===== src/hw/rtl/tts_pkg.sv =====
`default_nettype none

package tts_pkg;

   typedef enum logic [2:0] {
      PH_HDR  = 3'd0,
      PH_TAG  = 3'd1,
      PH_LEN0 = 3'd2,
      PH_LEN1 = 3'd3,
      PH_SKIP = 3'd4,
      PH_CAP  = 3'd5,
      PH_DONE = 3'd6
   } phase_type;

   typedef enum logic [2:0] {
      ST_OK         = 3'd0,
      ST_SHORT      = 3'd1,
      ST_CUT_HDR    = 3'd2,
      ST_CUT_VAL    = 3'd3,
      ST_ABSENT     = 3'd4,
      ST_BAD_LEN    = 3'd5,
      ST_NOT_FINITE = 3'd6
   } status_type;

   localparam logic [2:0] KIND_U8  = 3'd1;
   localparam logic [2:0] KIND_U16 = 3'd2;
   localparam logic [2:0] KIND_I16 = 3'd3;
   localparam logic [2:0] KIND_I32 = 3'd4;
   localparam logic [2:0] KIND_F32 = 3'd5;

   localparam logic CSR_WANTED_TAG = 1'b0;
   localparam logic CSR_VALUE_KIND = 1'b1;

   typedef struct packed {
      logic [7:0] data_byte;
      logic       last_byte;
   } req_type;

   typedef struct packed {
      logic        found;
      status_type  status;
      logic [15:0] value_offset;
      logic [15:0] value_length;
      logic [31:0] value_bits;
   } rsp_type;

endpackage

`default_nettype wire


===== src/hw/rtl/tlv_tag_search.sv =====
`default_nettype none

// Channel  Direction  Handshake          Beat
// req      in         req_valid/stall    one body byte with last-byte mark
// rsp      out        rsp_valid/stall    one search result per body
// csr      in         csr_valid/ready    register index and write data
//
// The block takes one byte per unstalled cycle; the parser state updates in that cycle.
// A result is registered on the cycle the last byte is taken and shows in the next cycle.
// Input stalls only while a result is held and the result side stalls.
// Synchronous reset clears the parser state, the CSR registers and the result valid.

module tlv_tag_search #(
   parameter int HEADER_BYTES   = 8,
   parameter int MAX_BODY_BYTES = 65536
) (
   input  wire logic            clock,
   input  wire logic            reset,
   input  wire logic            req_valid,
   output      logic            req_stall,
   input  wire tts_pkg::req_type req_data,
   output      logic            rsp_valid,
   input  wire logic            rsp_stall,
   output      tts_pkg::rsp_type rsp_data,
   input  wire logic            csr_valid,
   output      logic            csr_ready,
   input  wire logic            csr_index,
   input  wire logic [7:0]      csr_wdata
);

   localparam int POS_W = $clog2(MAX_BODY_BYTES);
   localparam int HDR_W = (POS_W + 1 > 9) ? POS_W + 1 : 9;
   localparam tts_pkg::phase_type START_PHASE =
      (HEADER_BYTES > 0) ? tts_pkg::PH_HDR : tts_pkg::PH_TAG;

   tts_pkg::phase_type phase_ff, phase_in;
   logic [POS_W-1:0]   pos_ff, pos_in;
   logic [15:0]        remain_ff, remain_in;
   logic [7:0]         tag_ff, tag_in;
   logic [15:0]        length_ff, length_in;
   logic [POS_W-1:0]   offset_ff, offset_in;
   logic [31:0]        capture_ff, capture_in;
   logic               settled_ff, settled_in;
   logic [7:0]         wanted_tag_ff;
   logic [2:0]         value_kind_ff;
   logic               rsp_valid_ff, rsp_valid_in;
   tts_pkg::rsp_type   rsp_data_ff, rsp_data_in;

   logic               req_accept;
   logic               rsp_load;
   logic [POS_W:0]     pos_inc;
   logic [POS_W-1:0]   pos_next;
   logic               hdr_end;
   logic [15:0]        length_full;
   logic [15:0]        cap_index;
   logic [7:0]         in_byte;
   logic [15:0]        need;
   logic [31:0]        bits;

   assign in_byte     = req_data.data_byte;
   assign req_stall   = rsp_valid_ff && rsp_stall;
   assign req_accept  = req_valid && !req_stall;
   assign rsp_load    = req_accept && req_data.last_byte;
   assign csr_ready   = 1'b1;
   assign rsp_valid   = rsp_valid_ff;
   assign rsp_data    = rsp_data_ff;

   assign pos_inc     = {1'b0, pos_ff} + (POS_W + 1)'(1);
   assign pos_next    = (pos_inc == (POS_W + 1)'(MAX_BODY_BYTES)) ? '0 : pos_inc[POS_W-1:0];
   assign hdr_end     = HDR_W'(pos_inc) >= HDR_W'(HEADER_BYTES);
   assign length_full = {in_byte, length_ff[7:0]};
   assign cap_index   = length_ff - remain_ff;

   always_comb begin
      phase_in = phase_ff;
      unique case (phase_ff)
         tts_pkg::PH_HDR: begin
            if (hdr_end) begin
               phase_in = tts_pkg::PH_TAG;
            end
         end
         tts_pkg::PH_TAG:  phase_in = tts_pkg::PH_LEN0;
         tts_pkg::PH_LEN0: phase_in = tts_pkg::PH_LEN1;
         tts_pkg::PH_LEN1: begin
            if (tag_ff == wanted_tag_ff) begin
               phase_in = (length_full == 16'd0) ? tts_pkg::PH_DONE : tts_pkg::PH_CAP;
            end else begin
               phase_in = (length_full == 16'd0) ? tts_pkg::PH_TAG : tts_pkg::PH_SKIP;
            end
         end
         tts_pkg::PH_SKIP: begin
            if (remain_ff == 16'd1) begin
               phase_in = tts_pkg::PH_TAG;
            end
         end
         tts_pkg::PH_CAP: begin
            if (remain_ff == 16'd1) begin
               phase_in = tts_pkg::PH_DONE;
            end
         end
         default: phase_in = phase_ff;
      endcase
   end

   always_comb begin
      tag_in     = tag_ff;
      length_in  = length_ff;
      remain_in  = remain_ff;
      offset_in  = offset_ff;
      capture_in = capture_ff;
      settled_in = settled_ff;
      unique case (phase_ff)
         tts_pkg::PH_TAG:  tag_in = in_byte;
         tts_pkg::PH_LEN0: length_in = {8'd0, in_byte};
         tts_pkg::PH_LEN1: begin
            length_in = length_full;
            if (tag_ff == wanted_tag_ff) begin
               offset_in  = pos_next;
               capture_in = 32'd0;
               if (length_full == 16'd0) begin
                  settled_in = 1'b1;
               end else begin
                  remain_in = length_full;
               end
            end else if (length_full != 16'd0) begin
               remain_in = length_full;
            end
         end
         tts_pkg::PH_SKIP: remain_in = remain_ff - 16'd1;
         tts_pkg::PH_CAP: begin
            if (cap_index < 16'd4) begin
               capture_in = capture_ff | (32'(in_byte) << {cap_index[1:0], 3'b000});
            end
            remain_in = remain_ff - 16'd1;
            if (remain_ff == 16'd1) begin
               settled_in = 1'b1;
            end
         end
         default: tag_in = tag_ff;
      endcase
   end

   always_comb begin
      need = 16'd0;
      bits = 32'd0;
      unique case (value_kind_ff) inside
         tts_pkg::KIND_U8: begin
            need = 16'd1;
            bits = {24'd0, capture_in[7:0]};
         end
         tts_pkg::KIND_U16: begin
            need = 16'd2;
            bits = {16'd0, capture_in[15:0]};
         end
         tts_pkg::KIND_I16: begin
            need = 16'd2;
            bits = {{16{capture_in[15]}}, capture_in[15:0]};
         end
         tts_pkg::KIND_I32, tts_pkg::KIND_F32: begin
            need = 16'd4;
            bits = capture_in;
         end
         default: begin
            need = 16'd0;
            bits = 32'd0;
         end
      endcase

      rsp_data_in = '{found: 1'b0, status: tts_pkg::ST_OK, value_offset: 16'd0,
                      value_length: 16'd0, value_bits: 32'd0};
      if (phase_in == tts_pkg::PH_HDR) begin
         rsp_data_in.status = tts_pkg::ST_SHORT;
      end else if (phase_in == tts_pkg::PH_TAG) begin
         rsp_data_in.status = tts_pkg::ST_ABSENT;
      end else if (phase_in == tts_pkg::PH_LEN0 || phase_in == tts_pkg::PH_LEN1) begin
         rsp_data_in.status = tts_pkg::ST_CUT_HDR;
      end else if (phase_in == tts_pkg::PH_SKIP || phase_in == tts_pkg::PH_CAP
                   || !settled_in) begin
         rsp_data_in.status = tts_pkg::ST_CUT_VAL;
      end else begin
         rsp_data_in.value_offset = 16'(offset_in);
         rsp_data_in.value_length = length_in;
         if (need != 16'd0 && length_in != need) begin
            rsp_data_in.status = tts_pkg::ST_BAD_LEN;
         end else if (value_kind_ff == tts_pkg::KIND_F32 && bits[30:23] == 8'hFF) begin
            rsp_data_in.status = tts_pkg::ST_NOT_FINITE;
         end else begin
            rsp_data_in.found      = 1'b1;
            rsp_data_in.value_bits = bits;
         end
      end
   end

   always_comb begin
      pos_in = pos_next;
      if (rsp_load) begin
         rsp_valid_in = 1'b1;
      end else begin
         rsp_valid_in = rsp_valid_ff && rsp_stall;
      end
   end

   always_ff @(posedge clock) begin
      if (reset) begin
         phase_ff   <= START_PHASE;
         pos_ff     <= '0;
         remain_ff  <= 16'd0;
         tag_ff     <= 8'd0;
         length_ff  <= 16'd0;
         offset_ff  <= '0;
         capture_ff <= 32'd0;
         settled_ff <= 1'b0;
      end else if (rsp_load) begin
         phase_ff   <= START_PHASE;
         pos_ff     <= '0;
         remain_ff  <= 16'd0;
         tag_ff     <= 8'd0;
         length_ff  <= 16'd0;
         offset_ff  <= '0;
         capture_ff <= 32'd0;
         settled_ff <= 1'b0;
      end else if (req_accept) begin
         phase_ff   <= phase_in;
         pos_ff     <= pos_in;
         remain_ff  <= remain_in;
         tag_ff     <= tag_in;
         length_ff  <= length_in;
         offset_ff  <= offset_in;
         capture_ff <= capture_in;
         settled_ff <= settled_in;
      end
   end

   always_ff @(posedge clock) begin
      if (reset) begin
         wanted_tag_ff <= 8'd0;
         value_kind_ff <= 3'd0;
      end else if (csr_valid && csr_ready) begin
         unique case (csr_index)
            tts_pkg::CSR_WANTED_TAG: wanted_tag_ff <= csr_wdata;
            tts_pkg::CSR_VALUE_KIND: value_kind_ff <= csr_wdata[2:0];
            default: wanted_tag_ff <= wanted_tag_ff;
         endcase
      end
   end

   always_ff @(posedge clock) begin
      if (reset) begin
         rsp_valid_ff <= 1'b0;
      end else begin
         rsp_valid_ff <= rsp_valid_in;
      end
   end

   always_ff @(posedge clock) begin
      if (rsp_load) begin
         rsp_data_ff <= rsp_data_in;
      end
   end

endmodule

`default_nettype wire


===== config.mk =====
export PLATFORM = sky130hd
export DESIGN_NAME = tlv_tag_search
export DESIGN_NICKNAME = d
export VERILOG_FILES = /design/src/hw/rtl/tts_pkg.sv /design/src/hw/rtl/tlv_tag_search.sv
export SDC_FILE = /design/constraint.sdc
export NUM_CORES = 1
export LEC_CHECK = 0
export ABC_AREA = 1
export BUFFER_PORTS_ARGS = -buffer_cell sky130_fd_sc_hd__buf_2
export CORE_MARGIN = 2
export CORE_UTILIZATION = 60
export CTS_CLUSTER_DIAMETER = 100
export DETAILED_ROUTE_END_ITERATION = 6
export PLACE_DENSITY = 0.88
export SKIP_CTS_REPAIR_TIMING = 1
export SLEW_MARGIN = 10
export SYNTH_ARGS = -nofsm -noshare
export SYNTH_HDL_FRONTEND = slang
export SYNTH_SLANG_ARGS = --single-unit

===== constraint.sdc =====
create_clock -name clock -period 3.7 [get_ports clock]
set_clock_uncertainty 0.2 [all_clocks]
set_input_delay 0.185 -clock clock [delete_from_list [all_inputs] [get_ports clock]]
set_output_delay 0.185 -clock clock [all_outputs]
set_load 0.01 [all_outputs]

==> flow_metrics.tcl <==
set metrics [dict create \
    tightestPinTransition_ns 0.965 \
    grt.overflow.total 0 \
    clockBufferDepth 2 \
    fin_area_um2 12300 \
    area_growth_pct 19.2 \
    yosys_register_bits 188 \
    hold_start "csr_index" \
    ys_warn_count 0 \
    whs_endpoint "value_kind_ff[0]" \
    yosysSeqAreaShare 0.430 \
    cts_num_sinks 188 \
    ir_worst_vdd_mv 0.417 \
    slew_viol_final 0 \
    place_area_um2 11100 \
    drtAntennaViolNets 0 \
    rows 47 \
    cts_root_buffer "clkbuf_16" \
    p_total_w 0.00528 \
    comb_power_share 0.211 \
    r2r_slack_ns -0.01 \
    internal_power_w 0.00365 \
    place_ws_ns 0.0156 \
    drtIter0Drc 1438 \
    antenna-diode-count 0 \
    cp_max_fo 8 \
    io_buffers 92 \
    viasPerCell 5.88 \
    fin_nets 1581 \
    fin_crit_ns 3.71 \
    synth_top_flop_cell "dfxtp_1" \
    place_congestion 0.943 \
    synth_edf_count 68 \
    cts_htree_levels 4 \
    reg2reg_depth 23 \
    max_freq_mhz 269 \
    worstSkewPairLatency_ns 0.45 \
    async_reset_ff_frac 0 \
    status "finished with violations" \
    syn_inst 1425 \
    hp-class "input pin to register" \
    maxCapViolCount 0 \
    post_drt_wl_per_cell_um 16.7 \
    drive_gt1_frac 0.182 \
    clk_pin_slew_ns 0.07 \
    syn_avg_cell_area_um2 7.25 \
    r2r-start "length_ff[0]" \
    die_h_um 135 \
    power.share.clock 0.353 \
    p_leak_nw 5.57 \
    r2r_end "rsp_data[7]" \
    numCtsBuffers 17 \
    drt_pass1_iterations 7 \
    arrival_ns 3.69 \
    hold_depth 4 \
    violations "DRC, hold timing, setup timing" \
    endpoint_kind "register" \
    grt_pass1_wl_um 44600 \
    power_density_nw_per_um2 428 \
    startpoint_type "register" \
    dp_hpwl_um 19300 \
    setup_ws_ns -0.0111 \
    worst-setup-path-type "register to register" \
    fin_util 0.737 \
    num-fill-cells 1196 \
    grt_max_degree 93 \
    synth_cell_types 44 \
    relSlewSlack 0.354 \
    track_usage 0.307 \
    swShare 0.309 \
    die_width_um 135 \
    power.switching_w 0.00163 \
    layout_commonest_cell "inv_1" \
    seq_power_share 0.437 \
    worstPathRequired_ns 3.68 \
    whs_ns -0.0432 \
    antenna_found_initial 0 \
    hold_viol_final 7 \
    syn_nets 1471 \
    start_util 0.618 \
    pin_count 94 \
    routed_wirelength_um 29600 \
    vias 10388 \
    coreArea_um2 16700 \
    cts_tree "done" \
    synth_area_um2 10300 \
    fin_crit_sh 1.00 \
    drc 7 \
    fp.dieArea_um2 18300 \
    layout_common_cells "inv_1 (236), nand2_1 (225), o21ai_0 (151)" \
    grt_pass1_vias 9274 \
    finalSetupViolCount 1 \
]
==> worst max-delay path by stage <==
stage / from / endpoint / slack (ns) / cells after the start
after floorplan: length_ff[0] / rsp_data[23] / 0.44 / 27
after global placement: length_ff[0] / rsp_data[16] / 0.14 / 23
after detailed placement: length_ff[0] / rsp_data[18] / 0.02 / 23
after CTS: length_ff[0] / rsp_data[18] / -0.02 / 23
after global routing: remain_ff[14] / rsp_data[7] / -0.15 / 20
final: length_ff[0] / rsp_data[7] / -0.01 / 23
==> flip-flops by register name, indices dropped and copies added, names as in the netlist <==
register and cells:
rsp_data 68, capture_ff 32, length_ff 16, offset_ff 16, pos_ff 16, remain_ff 16, tag_ff 8, wanted_tag_ff 8
phase_ff 3, value_kind_ff 3, rsp_valid 1, settled_ff 1
==> cells in the mapped netlist, types with 2 or more instances <==
library cell  number  area share
buf_1              6      0.0022
edfxtp_1          68        0.20
a221oi_1           2      0.0017
nand3_1           64       0.031
o21ai_2            2      0.0017
xnor2_1            4      0.0034
o211ai_1          11      0.0080
dfxtp_1          120        0.23
o21ai_1            9      0.0044
inv_1            241       0.088
a21oi_1          121       0.059
buf_2              4      0.0019
o22ai_1           17       0.010
xor2_1            25       0.021
nor2_2            15      0.0091
a211oi_1           3      0.0022
nand2_1          246       0.089
mux2i_1            4      0.0039
o21ai_0          151       0.073
nand4_1           18       0.011
o31ai_1            6      0.0044
a31oi_1            4      0.0024
nor4_1             9      0.0055
inv_2              2     0.00073
nor2_4             3      0.0033
nand3_2            5      0.0048
nand3b_1           3      0.0022
clkbuf_1          49       0.018
and2_1             3      0.0018
nor2_1           146       0.053
nor3_1            24       0.012
nand2_2            7      0.0042
ha_1              22       0.027
==> worst max-delay path, stage by stage, from the launching register on <==
cell	delay [ns]
dfxtp_2	0.34
inv_2	0.05
ha_4	0.16
fa_2	0.37
inv_2	0.06
nand2_2	0.06
nand2_4	0.10
nand3_4	0.09
nand2_4	0.10
nand2_2	0.06
nand2_2	0.07
nand2_2	0.06
a21oi_2	0.15
nand2_2	0.08
nor2_4	0.21
nand2_4	0.15
o21ai_4	0.18
nand2_2	0.08
o21ai_2	0.17
nand2_1	0.09
nor2_2	0.16
nand2_4	0.15
nand3_4	0.19
nor2_1	0.08
==> cell type report <==
class | count | area (um2) | area share
clock inverters | 13 | 139 | 0.0113
repair buffers | 149 | 936 | 0.0760
inverters | 243 | 915 | 0.0743
multi-input cells | 936 | 5140 | 0.417
clock buffers | 19 | 453 | 0.0368
flip-flops and latches | 188 | 4460 | 0.362
well taps | 220 | 275 | 0.0224
==> metal layers <==
layer  GRT usage  up-vias  wire [um]
met5           0        -          0
met4       0.109        0       1100
met3      0.0707      142       3030
met2       0.496      630      13900
met1       0.408     4744      11600
li1            -     4872          -
==> per-stage QoR <==
step | setup TNS, ns | cells | hold WS (ns)
floorplan | 0 | 1425 | 0.120
CTS | -0.0600 | 1743 | -0.245
global placement | 0 | 1711 | 0.211
finish | -0.0111 | 1768 | -0.0432
global route | -1.94 | 1768 | 0.0186
detailed placement | 0 | 1711 | 0.215
==> power groups by stage <==
stage | clock network (W) | logic, W | registers (W)
global route | 0.00193 | 0.00122 | 0.00231
finish | 0.00186 | 0.00111 | 0.00230
global placement | 0 | 0.000927 | 0.00234
CTS | 0.00185 | 0.000958 | 0.00230
detailed placement | 0 | 0.000948 | 0.00234
floorplan | 0 | 0.000679 | 0.00234
==> kinds of logic after synthesis <==
family,Yosys count,synth area share
simple gates,547,0.230
compound gates,329,0.169
buf+inv,304,0.112
flops,188,0.430
xor+xnor,29,0.0246
fa+ha+maj,23,0.0286
mux,4,0.00388
other cells,1,0.000363
(Power assumes the default switching activity.)
